### src/rtl/core/ssps_pkg.sv
`default_nettype none
package ssps_pkg;

    typedef enum logic [1:0] {
        KIND_SKY   = 2'd0,
        KIND_GREEN = 2'd1,
        KIND_BLUE  = 2'd2,
        KIND_MOVE  = 2'd3
    } t_kind;

    localparam logic [1:0] CFG_CENTER_X = 2'd0;
    localparam logic [1:0] CFG_CENTER_Y = 2'd1;

    localparam int COORD_W = 16;
    localparam int HARG_W  = 23;
    localparam int NZ_W    = 12;

    localparam int ORIGIN_X_OFS = 7282;
    localparam int ORIGIN_Y_OFS = 4096;
    localparam int FIXED_CX     = 2048;
    localparam int RSQ_Q24      = 1 << 22;
    localparam int TENTH_Q12    = 410;
    localparam int ONE_Q12      = 4096;

    localparam int DIV_STEPS  = 13;
    localparam int BYTE_SCALE = 255999;
    localparam int BYTE_REC   = 33554;
    localparam int BYTE_DIV   = 125;

    localparam logic [7:0] SKY_R = 8'd191;
    localparam logic [7:0] SKY_G = 8'd217;
    localparam logic [7:0] SKY_B = 8'd255;
    localparam logic [7:0] FULL  = 8'd255;

    localparam int QUEUE_DEPTH = 2;
    localparam int QPTR_W      = 1;

    typedef struct packed {
        t_kind                     kind;
        logic signed [COORD_W-1:0] ox;
        logic signed [COORD_W-1:0] oy;
        logic [HARG_W-1:0]         harg;
    } t_item;

    typedef struct packed {
        t_kind                     kind;
        logic signed [COORD_W-1:0] ox;
        logic signed [COORD_W-1:0] oy;
    } t_geo;

    typedef struct packed {
        t_geo            geo;
        logic [NZ_W-1:0] nz;
    } t_lsb;

    typedef struct packed {
        logic full;
        logic empty;
    } t_qstat;

endpackage
`default_nettype wire

### src/rtl/core/ssps_queue.sv
`default_nettype none
module ssps_queue (
    input  wire logic             i_clk,
    input  wire logic             i_rst_n,
    input  wire logic             i_push,
    input  wire ssps_pkg::t_item  i_item,
    output logic                  o_valid,
    output ssps_pkg::t_item       o_item,
    output ssps_pkg::t_qstat      o_qstat
);

    localparam int CNT_W = $clog2(ssps_pkg::QUEUE_DEPTH + 1);

    ssps_pkg::t_item                r_mem [ssps_pkg::QUEUE_DEPTH];
    logic [ssps_pkg::QPTR_W-1:0]    r_wptr, r_rptr;
    logic [CNT_W-1:0]               r_cnt;
    logic                           w_pop;

    // the back end drains a word every cycle one is present
    assign w_pop = (r_cnt != '0);

    always_ff @(posedge i_clk) begin
        if (!i_rst_n) begin
            r_wptr <= '0;
            r_rptr <= '0;
            r_cnt  <= '0;
        end else begin
            if (i_push) begin
                r_wptr <= r_wptr + 1'b1;
            end
            if (w_pop) begin
                r_rptr <= r_rptr + 1'b1;
            end
            r_cnt <= r_cnt + CNT_W'(i_push) - CNT_W'(w_pop);
        end
    end

    always_ff @(posedge i_clk) begin
        if (i_push) begin
            r_mem[r_wptr] <= i_item;
        end
    end

    assign o_valid       = w_pop;
    assign o_item        = r_mem[r_rptr];
    assign o_qstat.full  = (r_cnt == CNT_W'(ssps_pkg::QUEUE_DEPTH));
    assign o_qstat.empty = (r_cnt == '0);

endmodule
`default_nettype wire

### config.mk
export PLATFORM = sky130hd
export DESIGN_NAME = ssps_queue
export DESIGN_NICKNAME = d
export VERILOG_FILES = /design/src/rtl/core/ssps_pkg.sv /design/src/rtl/core/ssps_queue.sv
export SDC_FILE = /design/constraint.sdc
export NUM_CORES = 1
export LEC_CHECK = 0
export BUFFER_PORTS_ARGS = -buffer_cell sky130_fd_sc_hd__buf_4
export CAP_MARGIN = 25
export CORE_ASPECT_RATIO = 0.7
export CORE_UTILIZATION = 50
export CTS_BUF_LIST = sky130_fd_sc_hd__clkbuf_2 sky130_fd_sc_hd__clkbuf_4 sky130_fd_sc_hd__clkbuf_8
export DETAILED_ROUTE_END_ITERATION = 7
export PLACE_DENSITY = 0.87
export SYNTH_ARGS = -nofsm -noshare
export SYNTH_HDL_FRONTEND = slang
export SYNTH_SLANG_ARGS = --single-unit
### constraint.sdc
create_clock -name i_clk -period 5.95 [get_ports i_clk]
set_input_delay 0.595 -clock i_clk [delete_from_list [all_inputs] [get_ports i_clk]]
set_output_delay 0.595 -clock i_clk [all_outputs]
set_load 0.01 [all_outputs]
# Word level (Yosys, flattened, before mapping)

Memory sizes are Yosys's and may differ from the RTL's. A register that Yosys moved wholly into a read port is not among the register bits.
Index checks and enable logic that the tools add are counted.

Flip-flop bits (word level): 4
Bits in writable memories: 114
Memories: 1

Memories:

| memory | depth | bits a word | rd ports | clocked after Yosys merged registers in | wr ports | line             | source |
|---|---|---|---|---|---|---|---|
| r_mem  | 2     | 57          | 1        | 1                                       | 1        | ssps_queue.sv:14 | `ssps_pkg::t_item r_mem [ssps_pkg::QUEUE_DEPTH];` |

Equal/unequal tests: 1
$add $sub $neg: 4
Muxes and demuxes: 4
Reduce and logical (&&, ||, !) cells: 2

Operator list:

| operator              | number |
|---|---|
| $mux W1               | 4 |
| $add A1 B1 Y1 const B | 2 |
| $add A2 B1 Y2         | 1 |
| $eq A2 B2 Y1 const B  | 1 |
| $logic_not A2 Y1      | 1 |
| $reduce_bool A2 Y1    | 1 |
| $sub A2 B1 Y2         | 1 |

# Depth between registers and ports, before layout

Gate-level depths: netlist of run 1.

Word-level depth: 3
Gate-level depth with buffers: 4
Depth with buffers taken out: 4

# Worst setup path after synthesis of run 1

OpenSTA, ideal clock, no wires.

Kind: in2reg
From: input i_push
To: memory r_mem[0][0] (netlist bit) (enable)
Stages on the path: 1
Data arrival time: 3.141 ns
Setup time: 0.480 ns
Setup slack: 2.329 ns
Data required time: 5.470 ns
Path buffers: 0
Path through: nor2b_1

Longest elaborated chain between the ends: 2

RTL lines:

| element                       | line             | source |
|---|---|---|
| from (decl)                   | ssps_queue.sv:5  | `input wire logic i_push,` |
| $mux W1                       | ssps_queue.sv:39 | `if (i_push) begin` |
| $mux W1 (not written as such) | ssps_queue.sv:40 | `r_mem[r_wptr] <= i_item;` |
| to (decl)                     | ssps_queue.sv:14 |  |

Every way passes these cells.

==> metrics.txt, run 1 <==
run status=finished clean; Worst Path Required=5.36 ns; relative max-transition margin=0.3701; WP depth=2; crit path buf inv count=1; initial antenna violation count=0; initial DRC count=156; H-tree depth=4; #FFs+latches synth=119; # nets final=395; Setup Crit Path Kind=reg -> out; crit path DAT=1.98 ns; min-delay worst type=in -> reg; minimum clock period=2.575 ns; largest stage delay on the critical path=0.96 ns; Core ar.=about 0.0085 mm²; TritonCTS clock tree=yes; Mapped Area=0.004448 mm²; # setup viols final=0; Fmax=0.3884 GHz; worst hold endpoint=r_mem[1][37]$_DFFE_PP_; Worst-Margin Slew=between 0.9 and 1 ns; Setup Skew=0.007133 ns; Worst setup EP type=output pin; syn avg cell area=about 22 µm²; CTS root buf=clkbuf_8; area grow syn2layout=31.08%; clock slew at reported path FFs=0.07 ns; initial core utilization=0.5203; # DRC=0; power per cell area=316.2 mW/mm²; TritonCTS buffer count=17; worst hold start=i_item[37]; GRT Residual Overflow=0; final wirelength=7.447 mm; Vias=~2.2k; Max Buffers Root-to-Sink=2; antenna viol nets, final=0; global-route wire length before repair=11.01 mm; Rows=28; Hold Path Cell Cnt=1; Crit Path Max Fanout=57; die width=114.7 µm; setup TNS=0 ns; vias in the first global route=2277; highest-delay cell along the critical path=dfxtp_4; VDD IR max=220.6 µV; dpl hpwl=4.585 mm; Final Cycle Share=0.4327; RR Startpoint=r_wptr$_SDFFE_PN0P_; post-synthesis sequential area ratio=0.7921; vias per cell=4.754; layout cell share with drive strength beyond 1=0.6052; PnR worst setup slack=3.375 ns; syn_nets=261; max-cap violation count=0; gp weighted congestion=0.6923; RSZ-0062 raised after global routing=no; die height=slightly above 80 µm; Mapped Cells=200; port bufs=119; final hold vios=0; clock sinks=roughly 120; Leak=2.271 nW; global-route usage over all layers=0.1700; crit path launch type=register; CTS resizes=0; R2R Setup Slk=4.11 ns; clk_lat worst skew=between 0.4 and 0.5 ns; die area=0.009283 mm²; critical-path cell list=mux2_2 -> buf_4; top cell family by delay on the critical path=flip-flops; Netlist cell types=18; # fillers=604; synth warn=0; largest net degree at the start of global routing=59; Antenna Cells=0; Register-to-Register Path Depth=2; post-cts hold buffer count=0; Setup Fix Bufs, Post-CTS=0; reg2reg end=r_mem[1][52]$_DFFE_PP_; Top Ports=between 100 and 150; routed len/inst=15.95 µm; Slew Viols, Final=0; First-pass DRT Iterations=7; DP Worst Slack=between 3 and 4 ns
[how the worst max path moves through the flow]
stage                        start                     to  slack [ns]
after floorplan             i_push  r_mem[0][0]$_DFFE_PP_        2.33
after global placement      i_push  r_mem[1][5]$_DFFE_PP_        3.78
after detailed placement    i_push  r_mem[1][5]$_DFFE_PP_        3.77
after CTS                 register             o_item[56]        3.32
after global routing      register              o_item[8]        3.25
final                     register              o_item[3]        3.38
[Yosys cell counts]
| cell type | number | area share |
|---|---|---|
| o21ai_0 | 1 | 0.0011 |
| inv_1 | 1 | 0.00084 |
| buf_2 | 2 | 0.0023 |
| mux2i_1 | 1 | 0.0023 |
| nand2_1 | 2 | 0.0017 |
| nor2b_1 | 4 | 0.0056 |
| ha_1 | 1 | 0.0028 |
| and2_1 | 2 | 0.0028 |
| dfxtp_1 | 5 | 0.023 |
| edfxtp_1 | 114 | 0.77 |
| o21a_1 | 1 | 0.0017 |
| or3_1 | 1 | 0.0014 |
| buf_6 | 4 | 0.010 |
| mux2_4 | 30 | 0.10 |
| mux2_2 | 27 | 0.068 |
| or2_2 | 1 | 0.0014 |
| nand2b_1 | 1 | 0.0014 |
| and3_1 | 2 | 0.0028 |
[kinds of logic (layout without fill, tap and decap cells)]
| family | Yosys count | after routing | share of synthesized area |
|---|---|---|---|
| flip-flops | 119 | 119 | 0.7921 |
| multiplexers | 58 | 58 | 0.1719 |
| AO/OA/AOI/OAI | 2 | 2 | 0.002812 |
| adder cells (fa/ha/maj) | 1 | 1 | 0.002812 |
| buffers and inverters | 7 | 154 | 0.01322 |
| AND/OR/NAND/NOR | 13 | 13 | 0.01716 |
[routing by layer]
| metal | global-route usage | part of all wire | vias to the layer above |
|---|---|---|---|
| met5 | 0 | 0 | - |
| met4 | 0.1039 | 0.012 | 0 |
| met2 | 0.2545 | 0.47 | 91 |
| li1 | - | - | 1056 |
| met1 | 0.2050 | 0.43 | 1063 |
| met3 | 0.07463 | 0.093 | 10 |
[flip-flops by register name, summed over array words and instances, names as in the netlist, named ones only]
register	flops
r_cnt	2
r_rptr	1
r_mem	114
r_wptr	1
[area by class of cell]
type                            instances  area [µm²]  share of cell area
Inverter                                1       3.754           0.0006438
Timing Repair Buffer                  121       908.4              0.1558
Clock inverter                         12       110.1             0.01888
Clock buffer                           20       256.5             0.04399
Tap cell                              120       150.1             0.02575
Multi-Input combinational cell         74       874.6              0.1500
Sequential cell                       119        3527              0.6049
[metrics by stage]
step | util | total power [mW] | cell area (µm²) | hold slack [ns] | instances
6_report | 0.6821 | 1.843 | 5831 | 0.3627 | 467
3_3_place_gp | 0.6392 | 1.186 | 5464 | 0.5171 | 435
2_1_floorplan | - | 1.092 | 4448 | 0.4945 | 200
5_1_grt | 0.6821 | 1.912 | 5831 | 0.3207 | 467
3_5_place_dp | 0.6392 | 1.192 | 5464 | 0.5334 | 435
4_1_cts | 0.6821 | 1.864 | 5831 | 0.3251 | 467
[cell usage in the layout (no fill, tap or decap), types with 3 or more instances in the layout]
cell type,Yosys,final
mux2_2,27,27
nor2b_1,4,3
clkinv_2,0,4
dfxtp_1,5,4
edfxtp_1,114,114
buf_4,0,121
clkinv_1,0,4
mux2_4,30,30
clkbuf_8,0,17
clkbuf_4,0,3
[power by group]
group | internal (mW) | switching, mW
clock | 0.376 | 0.294
sequential | 0.965 | 0.0229
combinational | 0.112 | 0.0723
total | 1.45 | 0.389
(Power assumes the default switching activity.)
==> run 2, diff against run 1 <==
==> constraint.sdc (replaced) <==
create_clock -name i_clk -period 2.6 [get_ports i_clk]
set_input_delay 0.26 -clock i_clk [delete_from_list [all_inputs] [get_ports i_clk]]
set_output_delay 0.26 -clock i_clk [all_outputs]
set_load 0.01 [all_outputs]
==> run 2 against run 1 <==
Against the previous run:
- die area unchanged
- flip-flop and latch count unchanged
- first-iteration DRC count up 2.6%
- combinational power increased to 2.7 times the previous value
- via count increased by 13%
- setup slack got worse by 2.9 ns
- worst hold slack worse by 0.33 ns
- final area rose by 6.7%
- total power increased by 130%
- routed wire length grew 15%
- clock skew is 0.00082 ns lower
- final cell count increased by 8.8%
- critical path type unchanged
- largest cell class unchanged
- largest power group unchanged
==> metrics.txt, run 2 (same netlist as run 1, synthesis figures left out) <==
run status=finished clean; Setup Crit Path Kind=reg -> out; global-route usage over all layers=0.1811 (+0.01114); # setup viols final=0 (unchanged); # DRC=0 (unchanged); highest-delay cell along the critical path=dfxtp_4; M2 GR Usage=0.2830 (+0.02848); area of placed instances=0.005499 mm² (+0.64%); clock slew at reported path FFs=0.07 ns (about the same); clk_lat worst skew=0.42 ns (about the same); die width=114.7 µm (unchanged); vias in the first global route=2370 (+4.1%); Slew Viols, Final=0 (unchanged); VDD IR max=593.5 µV (+170%); top cell family by delay on the critical path=flip-flops; Top Ports=120 (unchanged); die area=0.009283 mm² (unchanged); Reg area=0.003527 mm² (unchanged); Largest register FFs=114 (unchanged); TritonCTS clock tree=yes; initial antenna violation count=0 (unchanged); GR peak layer=met2; # nets final=436 (+10%); register bank with the most flops=r_mem; Fmax=0.4646 GHz; initial core utilization=0.5203 (unchanged); Final Cycle Share=0.8278; max-cap violation count=0 (unchanged); crit path DAT=1.89 ns (-0.09 ns); final core utilization=0.7276 (+0.04552); commonest non-fill, non-tap cell in the layout=buf_4; dpl hpwl=5.243 mm (+14%); largest net degree at the start of global routing=37 (-37%); Core ar.=0.008548 mm² (unchanged); most frequent cells in the layout=buf_4, edfxtp_1, dlygate4sd3_1; Worst-Margin Slew=0.5098 ns (-0.4351 ns); gp weighted congestion=0.7457 (+7.7%); worst hold start=i_item[56]; Antenna Cells=0 (unchanged); antenna viol nets, final=0 (unchanged); routed len/inst=16.87 µm (+5.8%); min-delay worst type=in -> reg; die height=80.91 µm (unchanged); R2R Setup Slk=1.26 ns (-2.85 ns); final wirelength=8.571 mm (+15%); TritonCTS buffer count=17 (unchanged); CTS root buf=clkbuf_8; # fillers=576 (-4.6%); power per cell area=672.9 mW/mm² (+110%); clock sinks=119 (unchanged); Leak=2.441 nW (+7.5%); GRT Residual Overflow=0 (unchanged); layout cell share with drive strength beyond 1=0.5412 (-0.06395); relative max-transition margin=0.6602 (+0.2901); Rows=28 (unchanged); Hold Path Cell Cnt=1 (unchanged); RSZ-0062 raised after global routing=no; initial DRC count=160 (+2.6%); worst hold endpoint=r_mem[1][56]$_DFFE_PP_; Crit Path Max Fanout=32 (-44%); Vias=2501 (+13%); Layout Cell Area excl Fill=0.006220 mm² (+6.7%); Max Buffers Root-to-Sink=2 (unchanged); largest stage delay on the critical path=0.61 ns (-0.35 ns); setup TNS=0 ns (unchanged); reg2reg end=r_mem[1][53]$_DFFE_PP_; vias per cell=4.923 (+3.6%); crit path buf inv count=2 (+1); area grow syn2layout=39.83%; footprint of the multi-input gates=874.6 µm² (unchanged); crit path launch type=register; GR Util met3=0.08284 (+0.008209); Worst setup EP type=output pin; Setup Skew=0.006314 ns (-0.0008190 ns); minimum clock period=2.152 ns; global-route wire length before repair=11.79 mm (+7.1%); critical-path cell list=buf_12 -> mux2_2 -> buf_4; RR Startpoint=r_wptr$_SDFFE_PN0P_; H-tree depth=4 (unchanged); met1 Use GR=0.2148 (+0.009755); Largest regs=r_mem (114), r_cnt (2); Hold WS=0.03372 ns (-0.3290 ns); Overall Power=4.185 mW (+130%); Worst Path Required=2.34 ns (-3.02 ns); First-pass DRT Iterations=4 (-3); Register-to-Register Path Depth=2 (unchanged); final hold vios=0 (unchanged); port bufs=119 (unchanged)
-- run 2: cell count changes in the layout (fill, tap and decap cells not counted) --
| cell | previous run | this run |
|---|---|---|
| dlygate4sd3_1 | 0 | 38 |
| clkbuf_4 | 3 | 6 |
| clkinv_1 | 4 | 7 |
| clkinv_2 | 4 | 1 |
| buf_4 | 121 | 123 |
| clkinvlp_4 | 2 | 0 |
| buf_12 | 0 | 1 |
| bufinv_16 | 2 | 1 |
-- run 2: area by class of cell --
class,instances,area share
multi-input combinational,74,0.1406
inverter,1,0.0006035
clock inverter,9,0.009857
tap,120,0.02414
timing repair buffer,162,0.2128
clock buffer,23,0.04486
sequential,119,0.5671
-- run 2: per-stage QoR --
stage               std cells  worst slack, ns
floorplan                 200           0.3557
global placement          438           0.9056
detailed placement        438           0.8885
CTS                       475           0.4330
global route              508           0.3552
finish                    508           0.4478
-- run 2: power by group --
part | total, mW | switching [mW] | internal (mW)
logic | 0.499 | 0.200 | 0.299
registers | 2.25 | 0.0378 | 2.21
clock network | 1.44 | 0.647 | 0.793
-- run 2: metal layers --
| layer | part of all wire | vias up | wire [µm] |
|---|---|---|---|
| met3 | 0.069 | 9 | 588 |
| li1 | - | 1136 | - |
| met1 | 0.42 | 1241 | 3638 |
| met4 | 0.012 | 0 | 103 |
| met2 | 0.49 | 115 | 4241 |
| met5 | 0 | - | 0 |
-- run 2: timing repair --
action	CTS	global route
resized for setup	0	0
hold endpoints to repair	8	57
hold buffers	5	33
buffers inserted	0	0
-- run 2: how the worst max path moves through the flow --
stage | startpoint | to | slack (ns) | cells after the start
floorplan | r_wptr$_SDFFE_PN0P_ | r_mem[0][0]$_DFFE_PP_ | 0.36 | 1
detailed placement | register | o_item[6] | 0.89 | 3
global route | register | o_item[6] | 0.36 | 3
finish | register | o_item[6] | 0.45 | 3
CTS | register | o_item[6] | 0.43 | 3
global placement | register | o_item[0] | 0.91 | 3
