==> src/rtl/core/ssps_pkg.sv <==
`default_nettype none
package ssps_pkg;

    typedef enum logic [1:0] {
        KIND_SKY   = 2'd0,
        KIND_GREEN = 2'd1,
        KIND_BLUE  = 2'd2,
        KIND_MOVE  = 2'd3
    } t_kind;

    localparam logic [1:0] CFG_CENTER_X = 2'd0;
    localparam logic [1:0] CFG_CENTER_Y = 2'd1;

    localparam int COORD_W = 16;
    localparam int HARG_W  = 23;
    localparam int NZ_W    = 12;

    localparam int ORIGIN_X_OFS = 7282;
    localparam int ORIGIN_Y_OFS = 4096;
    localparam int FIXED_CX     = 2048;
    localparam int RSQ_Q24      = 1 << 22;
    localparam int TENTH_Q12    = 410;
    localparam int ONE_Q12      = 4096;

    localparam int DIV_STEPS  = 13;
    localparam int BYTE_SCALE = 255999;
    localparam int BYTE_REC   = 33554;
    localparam int BYTE_DIV   = 125;

    localparam logic [7:0] SKY_R = 8'd191;
    localparam logic [7:0] SKY_G = 8'd217;
    localparam logic [7:0] SKY_B = 8'd255;
    localparam logic [7:0] FULL  = 8'd255;

    localparam int QUEUE_DEPTH = 2;
    localparam int QPTR_W      = 1;

    typedef struct packed {
        t_kind                     kind;
        logic signed [COORD_W-1:0] ox;
        logic signed [COORD_W-1:0] oy;
        logic [HARG_W-1:0]         harg;
    } t_item;

    typedef struct packed {
        t_kind                     kind;
        logic signed [COORD_W-1:0] ox;
        logic signed [COORD_W-1:0] oy;
    } t_geo;

    typedef struct packed {
        t_geo            geo;
        logic [NZ_W-1:0] nz;
    } t_lsb;

    typedef struct packed {
        logic full;
        logic empty;
    } t_qstat;

endpackage
`default_nettype wire

==> src/rtl/core/ssps_front.sv <==
`default_nettype none
module ssps_front #(
    parameter int PIX_COLS = 1600,
    parameter int PIX_ROWS = 900
) (
    input  wire logic                 i_clk,
    input  wire logic                 i_rst_n,
    input  wire logic                 i_valid,
    input  wire logic [10:0]          i_pixel_col,
    input  wire logic [9:0]           i_pixel_row,
    input  wire logic signed [15:0]   i_center_x,
    input  wire logic signed [15:0]   i_center_y,
    input  wire ssps_pkg::t_qstat     i_qstat,
    output logic                      o_push,
    output ssps_pkg::t_item           o_item
);

    localparam int  DEN_X   = 9 * (PIX_COLS - 1);
    localparam int  DEN_Y   = PIX_ROWS - 1;
    localparam int  NX_W    = 29;
    localparam int  NY_W    = 24;
    localparam int  REC_SH  = 30;
    localparam longint REC_X = (64'sd1 <<< REC_SH) / DEN_X;
    localparam longint REC_Y = (64'sd1 <<< REC_SH) / DEN_Y;
    localparam int  REC_X_W = $clog2(REC_X + 1);
    localparam int  REC_Y_W = $clog2(REC_Y + 1);
    localparam int  PX_W    = NX_W + REC_X_W;
    localparam int  PY_W    = NY_W + REC_Y_W;
    localparam int  VX_W    = NX_W + 2;
    localparam int  VY_W    = NY_W + 2;
    localparam int  SQ_W    = 34;
    localparam int  SUM_W   = 35;

    function automatic logic signed [15:0] sat16(input logic signed [31:0] v);
        logic signed [15:0] res;
        priority if (v > 32'sd32767) begin
            res = 16'sh7fff;
        end else if (v < -32'sd32768) begin
            res = 16'sh8000;
        end else begin
            res = v[15:0];
        end
        return res;
    endfunction

    logic w_adv;
    assign w_adv = !i_qstat.full;

    // stage 0: input word
    logic        r_v0;
    logic [10:0] r_col0;
    logic [9:0]  r_row0;
    logic [NX_W-1:0] w_nx;
    logic [NY_W-1:0] w_ny;
    assign w_nx = (NX_W'(r_col0) << 17) + NX_W'(DEN_X / 2);
    assign w_ny = (NY_W'(r_row0) << 13) + NY_W'(DEN_Y / 2);

    // stage 1: reciprocal products
    logic            r_v1;
    logic [NX_W-1:0] r_nx1;
    logic [NY_W-1:0] r_ny1;
    logic [PX_W-1:0] r_px1;
    logic [PY_W-1:0] r_py1;
    logic [NX_W-1:0] w_qex;
    logic [NY_W-1:0] w_qey;
    assign w_qex = NX_W'(r_px1 >> REC_SH);
    assign w_qey = NY_W'(r_py1 >> REC_SH);

    // stage 2: back products
    logic            r_v2;
    logic [NX_W-1:0] r_nx2, r_qex2, r_prx2;
    logic [NY_W-1:0] r_ny2, r_qey2, r_pry2;

    // stage 3: corrected quotients
    logic            r_v3;
    logic [NX_W-1:0] r_qx3;
    logic [NY_W-1:0] r_qy3;
    logic signed [VX_W-1:0] w_vx;
    logic signed [VY_W-1:0] w_vy;
    assign w_vx = $signed({2'b00, r_qx3}) - VX_W'(ssps_pkg::ORIGIN_X_OFS);
    assign w_vy = $signed({2'b00, r_qy3}) - VY_W'(ssps_pkg::ORIGIN_Y_OFS);

    // stage 4: ray origin
    logic               r_v4;
    logic signed [15:0] r_ox4, r_oy4;
    logic signed [16:0] w_oxe, w_oye, w_dxg, w_dxb, w_dxm, w_dym;
    assign w_oxe = 17'(r_ox4);
    assign w_oye = 17'(r_oy4);
    assign w_dxg = w_oxe - 17'(ssps_pkg::FIXED_CX);
    assign w_dxb = w_oxe + 17'(ssps_pkg::FIXED_CX);
    assign w_dxm = w_oxe - 17'(i_center_x);
    assign w_dym = w_oye - 17'(i_center_y);

    // stage 5: squares
    logic               r_v5;
    logic signed [15:0] r_ox5, r_oy5;
    logic [SQ_W-1:0]    r_sqg5, r_sqb5, r_sqy5, r_sqmx5, r_sqmy5;
    logic [SUM_W-1:0]   w_sg, w_sb, w_sm;
    ssps_pkg::t_kind    w_kind;
    assign w_sg = SUM_W'(r_sqg5) + SUM_W'(r_sqy5);
    assign w_sb = SUM_W'(r_sqb5) + SUM_W'(r_sqy5);
    assign w_sm = SUM_W'(r_sqmx5) + SUM_W'(r_sqmy5);

    always_comb begin
        priority if (w_sg < SUM_W'(ssps_pkg::RSQ_Q24)) begin
            w_kind = ssps_pkg::KIND_GREEN;
        end else if (w_sb < SUM_W'(ssps_pkg::RSQ_Q24)) begin
            w_kind = ssps_pkg::KIND_BLUE;
        end else if (w_sm <= SUM_W'(ssps_pkg::RSQ_Q24)) begin
            w_kind = ssps_pkg::KIND_MOVE;
        end else begin
            w_kind = ssps_pkg::KIND_SKY;
        end
    end

    // stage 6: classified word
    logic            r_v6;
    ssps_pkg::t_item r_item6;

    always_ff @(posedge i_clk) begin
        if (!i_rst_n) begin
            r_v0 <= 1'b0;
            r_v1 <= 1'b0;
            r_v2 <= 1'b0;
            r_v3 <= 1'b0;
            r_v4 <= 1'b0;
            r_v5 <= 1'b0;
            r_v6 <= 1'b0;
        end else if (w_adv) begin
            r_v0 <= i_valid;
            r_v1 <= r_v0;
            r_v2 <= r_v1;
            r_v3 <= r_v2;
            r_v4 <= r_v3;
            r_v5 <= r_v4;
            r_v6 <= r_v5;
        end
    end

    always_ff @(posedge i_clk) begin
        if (w_adv) begin
            r_col0  <= i_pixel_col;
            r_row0  <= i_pixel_row;
            r_nx1   <= w_nx;
            r_ny1   <= w_ny;
            r_px1   <= PX_W'(w_nx) * PX_W'(REC_X);
            r_py1   <= PY_W'(w_ny) * PY_W'(REC_Y);
            r_nx2   <= r_nx1;
            r_ny2   <= r_ny1;
            r_qex2  <= w_qex;
            r_qey2  <= w_qey;
            r_prx2  <= w_qex * NX_W'(DEN_X);
            r_pry2  <= w_qey * NY_W'(DEN_Y);
            r_qx3   <= r_qex2 + NX_W'((r_nx2 - r_prx2) >= NX_W'(DEN_X));
            r_qy3   <= r_qey2 + NY_W'((r_ny2 - r_pry2) >= NY_W'(DEN_Y));
            r_ox4   <= sat16(32'(w_vx));
            r_oy4   <= sat16(32'(w_vy));
            r_ox5   <= r_ox4;
            r_oy5   <= r_oy4;
            r_sqg5  <= SQ_W'(w_dxg) * SQ_W'(w_dxg);
            r_sqb5  <= SQ_W'(w_dxb) * SQ_W'(w_dxb);
            r_sqy5  <= SQ_W'(w_oye) * SQ_W'(w_oye);
            r_sqmx5 <= SQ_W'(w_dxm) * SQ_W'(w_dxm);
            r_sqmy5 <= SQ_W'(w_dym) * SQ_W'(w_dym);
            r_item6.kind <= w_kind;
            r_item6.ox   <= r_ox5;
            r_item6.oy   <= r_oy5;
            r_item6.harg <= ssps_pkg::HARG_W'(SUM_W'(ssps_pkg::RSQ_Q24) - w_sm);
        end
    end

    assign o_push = r_v6 && w_adv;
    assign o_item = r_item6;

endmodule
`default_nettype wire

==> config.mk <==
export PLATFORM = sky130hd
export DESIGN_NAME = ssps_front
export DESIGN_NICKNAME = d
export VERILOG_FILES = /design/src/rtl/core/ssps_pkg.sv /design/src/rtl/core/ssps_front.sv
export SDC_FILE = /design/constraint.sdc
export NUM_CORES = 2
export LEC_CHECK = 0
export BUFFER_PORTS_ARGS = -buffer_cell sky130_fd_sc_hd__buf_2
export CAP_MARGIN = 15
export CORE_MARGIN = 2
export CORE_UTILIZATION = 55
export DETAILED_ROUTE_END_ITERATION = 16
export GPL_ROUTABILITY_DRIVEN = 1
export GPL_TIMING_DRIVEN = 0
export HOLD_SLACK_MARGIN = 0.12
export PLACE_DENSITY = 0.71
export SYNTH_ARGS = -nofsm -noshare
export SYNTH_HDL_FRONTEND = slang
export SYNTH_SLANG_ARGS = --single-unit
==> constraint.sdc <==
create_clock -name i_clk -period 20.2 [get_ports i_clk]
set_input_delay 4.04 -clock i_clk [delete_from_list [all_inputs] [get_ports i_clk]]
set_output_delay 4.04 -clock i_clk [all_outputs]
set_load 0.005 [all_outputs]
Yosys cells after proc, flatten, opt, wreduce, memory -nomap -nowiden
Cells that the tools add are included.
{ "totals": {"regBits": 651, "inputBits": 58, "word_cells": 74} }
{ "classes": {"n_lt_le_gt_ge": 9, "muxes": 4, "multipliers": 9, "n_reduce_logical": 2, "addsub": 16} }
{ "ops": {"columns": ["operator", "n"], "rows": [
  ["multiplier 17 x 17 -> 34 bit", 4],
  ["adder 34 x 34 -> 35 bit", 3],
  ["less-than comparator 35 x 23 -> 1 bit (second input constant)", 2],
  ["multiplier 24 x 21 -> 45 bit (second input constant)", 1],
  ["multiplier 29 x 15 -> 44 bit (second input constant)", 1],
  ["<= comparator 35 x 23 -> 1 bit (second input constant)", 1],
  ["subtractor 16 x 16 -> 17 bit", 2],
  ["multiplier 16 x 16 -> 32 bit", 1],
  ["2-to-1 mux 16 bit", 2],
  ["greater-than comparator 30 x 16 -> 1 bit (second input constant)", 1],
  ["less-than comparator 30 x 16 -> 1 bit (second input constant)", 1],
  ["subtractor 29 x 13 -> 30 bit (second input constant)", 1],
  ["adder 28 x 13 -> 29 bit (second input constant)", 1],
  [">= comparator 29 x 14 -> 1 bit (second input constant)", 1],
  ["multiplier 16 x 14 -> 29 bit (second input constant)", 1],
  ["subtractor 29 bit", 1],
  ["greater-than comparator 25 x 16 -> 1 bit (second input constant)", 1],
  ["less-than comparator 25 x 16 -> 1 bit (second input constant)", 1],
  ["subtractor 24 x 13 -> 25 bit (second input constant)", 1],
  ["adder 23 x 9 -> 24 bit (second input constant)", 1],
  [">= comparator 24 x 10 -> 1 bit (second input constant)", 1],
  ["multiplier 15 x 10 -> 24 bit (second input constant)", 1],
  ["subtractor 24 bit", 1],
  ["subtractor 23 bit (first input constant)", 1],
  ["7 further kinds", 8]
]} }

Logic depth before layout (Yosys ltp)
{ "logic_depth": {"ltp_word": 4, "mapped_depth": 39} }

Worst setup path after synthesis
OpenSTA, ideal clock, no wires.
{ "synth_path": {"path_type": "input-to-reg", "start": "input i_qstat[1] (netlist bit)", "end": "register r_item6, in the netlist o_item[0], enable pin", "path_buffers": 1, "arrival_ns": 13.550, "stages": 2, "setup_slack_ns": 5.823, "setup_ns": 0.827, "cell_sequence": "clkbuf_1 inv_1"} }
{ "synth_rtl": {"columns": ["item", "line_no", "rtl"], "rows": [
  ["start, declared", "ssps_front.sv:13", "input wire ssps_pkg::t_qstat i_qstat,"],
  ["end, declared", "ssps_front.sv:118", "ssps_pkg::t_item r_item6;"]
]} }
No word-level cell between the ends.

Worst setup path in the final report
{ "layout_path": {"start": "input i_center_x[0]", "end": "register r_sqmx5[33] (data pin)"} }
{ "layout_via": {"elab_chain_len": 2} }
{ "layout_lines": {"columns": ["item", "line_no", "rtl"], "rows": [
  ["start, declared", "ssps_front.sv:11", "input wire logic signed [15:0] i_center_x,"],
  ["subtractor 16 x 16 -> 17 bit", "ssps_front.sv:91", "assign w_dxm = w_oxe - 17'(i_center_x);"],
  ["multiplier 17 x 17 -> 34 bit", "ssps_front.sv:163", "r_sqmx5 <= SQ_W'(w_dxm) * SQ_W'(w_dxm);"],
  ["end signal, assigned", "ssps_front.sv:163", null],
  ["end, declared", "ssps_front.sv:97", "logic [SQ_W-1:0] r_sqg5, r_sqb5, r_sqy5, r_sqmx5, r_sqmy5;"]
]} }
No other way between the ends.
A chain may end at the register's enable or synchronous reset.

==> flow_summary_export.csv <==
group,metric,value,unit
yosys,syn_area,0.0812,mm²
yosys,synth_edf_count,480,
run_status,status,"completed",
yosys,synth_cell_types,87,
clock_network,cts_buffers,59,
clock_network,clock-sinks,487,
timing,setup_viol,0,
timing,finalMaxSlewViolations,0,
critical_path,r2r_start,"r_ox4[0]",
timing,fin_crit_sh,70.7,%
floorplan,initial_core_util,55.6,%
critical_path,slowest_delay,0.95,ns
clock_network,cts_setup_buffers,0,
timing,relSlewSlack,13.9,%
grt,grt_usage,25.0,%
floorplan,die_y,388,µm
yosys,async_flop_share,0,%
clock_network,clkTransAtPathRegs,0.06,ns
critical_path,arrival,14.72,ns
clock_network,cts_tree,"done",
finish,final_cell_mix,"1971 x inv_1, 1466 x fa_1, 991 x ha_1",
detailed_routing,final_antenna_net_count,0,
floorplan,core_area,0.146,mm²
finish,drive_above_1_share,3.46,%
critical_path,slowest_stage,"o311ai_0",
finish,regArea,0.0146,mm²
timing,worst_pin_slew,1.28,ns
floorplan,rows,140,
yosys,synth_seq_cells,487,
timing,grt_setup_unrepaired,"false",
detailed_routing,wl_per_cell,18.0,µm
clock_network,clk-insertion-delay-late,0.71,ns
placement,post-dp-hpwl,151000,µm
yosys,ys.flop_type,"edfxtp_1",
timing,max_freq,70.0,MHz
placement,port_buffers,113,
yosys,synthCells,7913,
critical_path,endpoint_kind,"flip-flop",
grt,grt_max_degree,130,
floorplan,boundaryPins,116,
critical_path,worstPathMaxFanout,10,
timing,fin_worst_skew,0.0375,ns
grt,grt_first_pass_wirelength,300000,µm
finish,multi_input_area,0.0587,mm²
timing,period_needed,14.29,ns
finish,nFillCells,12300,
critical_path,startpoint,"i_center_x[0]",
yosys,syn-num-nets,10400,
grt,grt_pass1_vias,59200,
min_path,worstHoldPathType,"flip-flop to flip-flop",
critical_path,crit_path_start_kind,"input pin",
yosys,synth-warning-count,0,
min_path,hold_path_startpoint,"r_ny1[21]",
yosys,yosysSeqAreaShare,17.9,%
detailed_routing,drt_first_iter_violations,3038,
floorplan,die-area,0.151,mm²
grt,grt_remaining_overflow,0,
timing,hold_viol_final,0,
floorplan,fp.dieW,388,µm
job,cap_viol_max_count,0,
clock_network,cts_resized,0,
clock_network,root_buffer,"clkbuf_16",
detailed_routing,via_per_inst,5.40,
detailed_routing,via_count,54300,
critical_path,required,20.63,ns
timing,setup_tns,0,ns
finish,num_antenna_cells,0,
detailed_routing,drtPass1Iterations,7,
finish,nets,10600,
clock_network,htreeDepth,2,
clock_network,clock_path_buffers,3,
finish,final_common_cell,"inv_1",
placement,place_congestion,0.929,
yosys,syn_avg_cell_area,10.3,µm²
detailed_routing,wl,181000,µm
critical_path,crit_top_cell,"fa_1",
grt,antenna_found_initial,8,
critical_path,critical_path_class,"input pin to flip-flop",
clock_network,holdBufCountCts,0,
finish,syn_to_final_growth,6.31,%
detailed_routing,route.detailed.drc,0,
## worst paths after layout
check / to / slack (ns) / cells past startpoint
min reg2reg: r_ny2[21] / 0.42 / 0
max reg2reg: r_sqmx5[33] / 7.53 / 37
min: r_ny2[21] / 0.42 / 0
max: r_sqmx5[33] / 5.91 / 36
## flip-flops by register name, indices dropped and copies added, names as in the netlist, 14 cells and up
name	count
o_item	57
r_qy3	16
r_ox4	16
r_sqmx5	33
r_py1	15
r_sqy5	30
r_ox5	16
r_qex2	15
r_sqb5	22
r_oy5	16
r_prx2	29
r_px1	16
r_qey2	14
r_qx3	17
r_oy4	16
r_sqmy5	33
r_sqg5	32
r_pry2	24
## final cells by class
cell class / instances / share of cell area [%]
clock buffers: 69 / 1.77
repair buffers: 121 / 0.819
inverters: 1986 / 8.65
multi-input cells: 5313 / 68.0
clock inverters: 39 / 0.562
plain buffers: 127 / 0.552
well taps: 1917 / 2.78
flip-flops and latches: 487 / 16.9
## cells in the mapped netlist (63+ instances only)
cell | count | share of area (%)
nor3_1 | 101 | 0.62
edfxtp_1 | 480 | 18
a21oi_1 | 240 | 1.5
o21a_1 | 63 | 0.58
nand2_1 | 463 | 2.1
clkbuf_1 | 123 | 0.57
and2_1 | 149 | 1.1
nand3_1 | 99 | 0.61
xnor2_1 | 301 | 3.2
o21ai_0 | 132 | 0.81
ha_1 | 991 | 15
fa_1 | 1466 | 36
a21o_1 | 101 | 0.93
inv_1 | 1972 | 9.1
xor2_1 | 89 | 0.96
nand2b_1 | 64 | 0.49
nor2_1 | 444 | 2.1
## logic make-up (layout without fill, tap and decap cells)
group | after synthesis | in the layout | synth area share (%)
compound gates | 844 | 844 | 6.90
xor+xnor | 390 | 390 | 4.21
fa+ha+maj | 2457 | 2457 | 51.4
buf+inv | 2113 | 2342 | 9.77
flops | 487 | 487 | 17.9
mux | 34 | 34 | 0.433
simple gates | 1588 | 1588 | 9.34
## per-layer routing
metal / up-vias / share of wire [%] / GRT usage [%]
met4: 0 / 4.3 / 9.66
met2: 1305 / 51 / 44.3
li1: 25300 / - / -
met3: 364 / 5.0 / 2.94
met5: - / 0 / 0
met1: 27300 / 40 / 31.1
## through the flow
step,cell area [µm²],hold WS [ns],utilization [%],worst slack (ns),std cells
after CTS,86300,0.413,59.1,5.99,10100
final,86300,0.416,59.1,5.91,10100
after floorplan,81200,0.400,-,5.82,7913
after global placement,84200,0.402,57.6,1.77,9943
after detailed placement,84300,0.405,57.7,5.28,9949
after global routing,86300,0.418,59.1,5.53,10100
## critical path: cells and delay by family
kind | cells | cell delay (ns)
simple gates | 6 | 1.02
buf+inv | 8 | 1.28
fa+ha+maj | 9 | 3.95
xor+xnor | 1 | 0.84
compound gates | 12 | 3.56
Power is left out: the tool's default activity adds up to more than one toggle a clock period on the data nets, which glitch-free logic cannot reach.
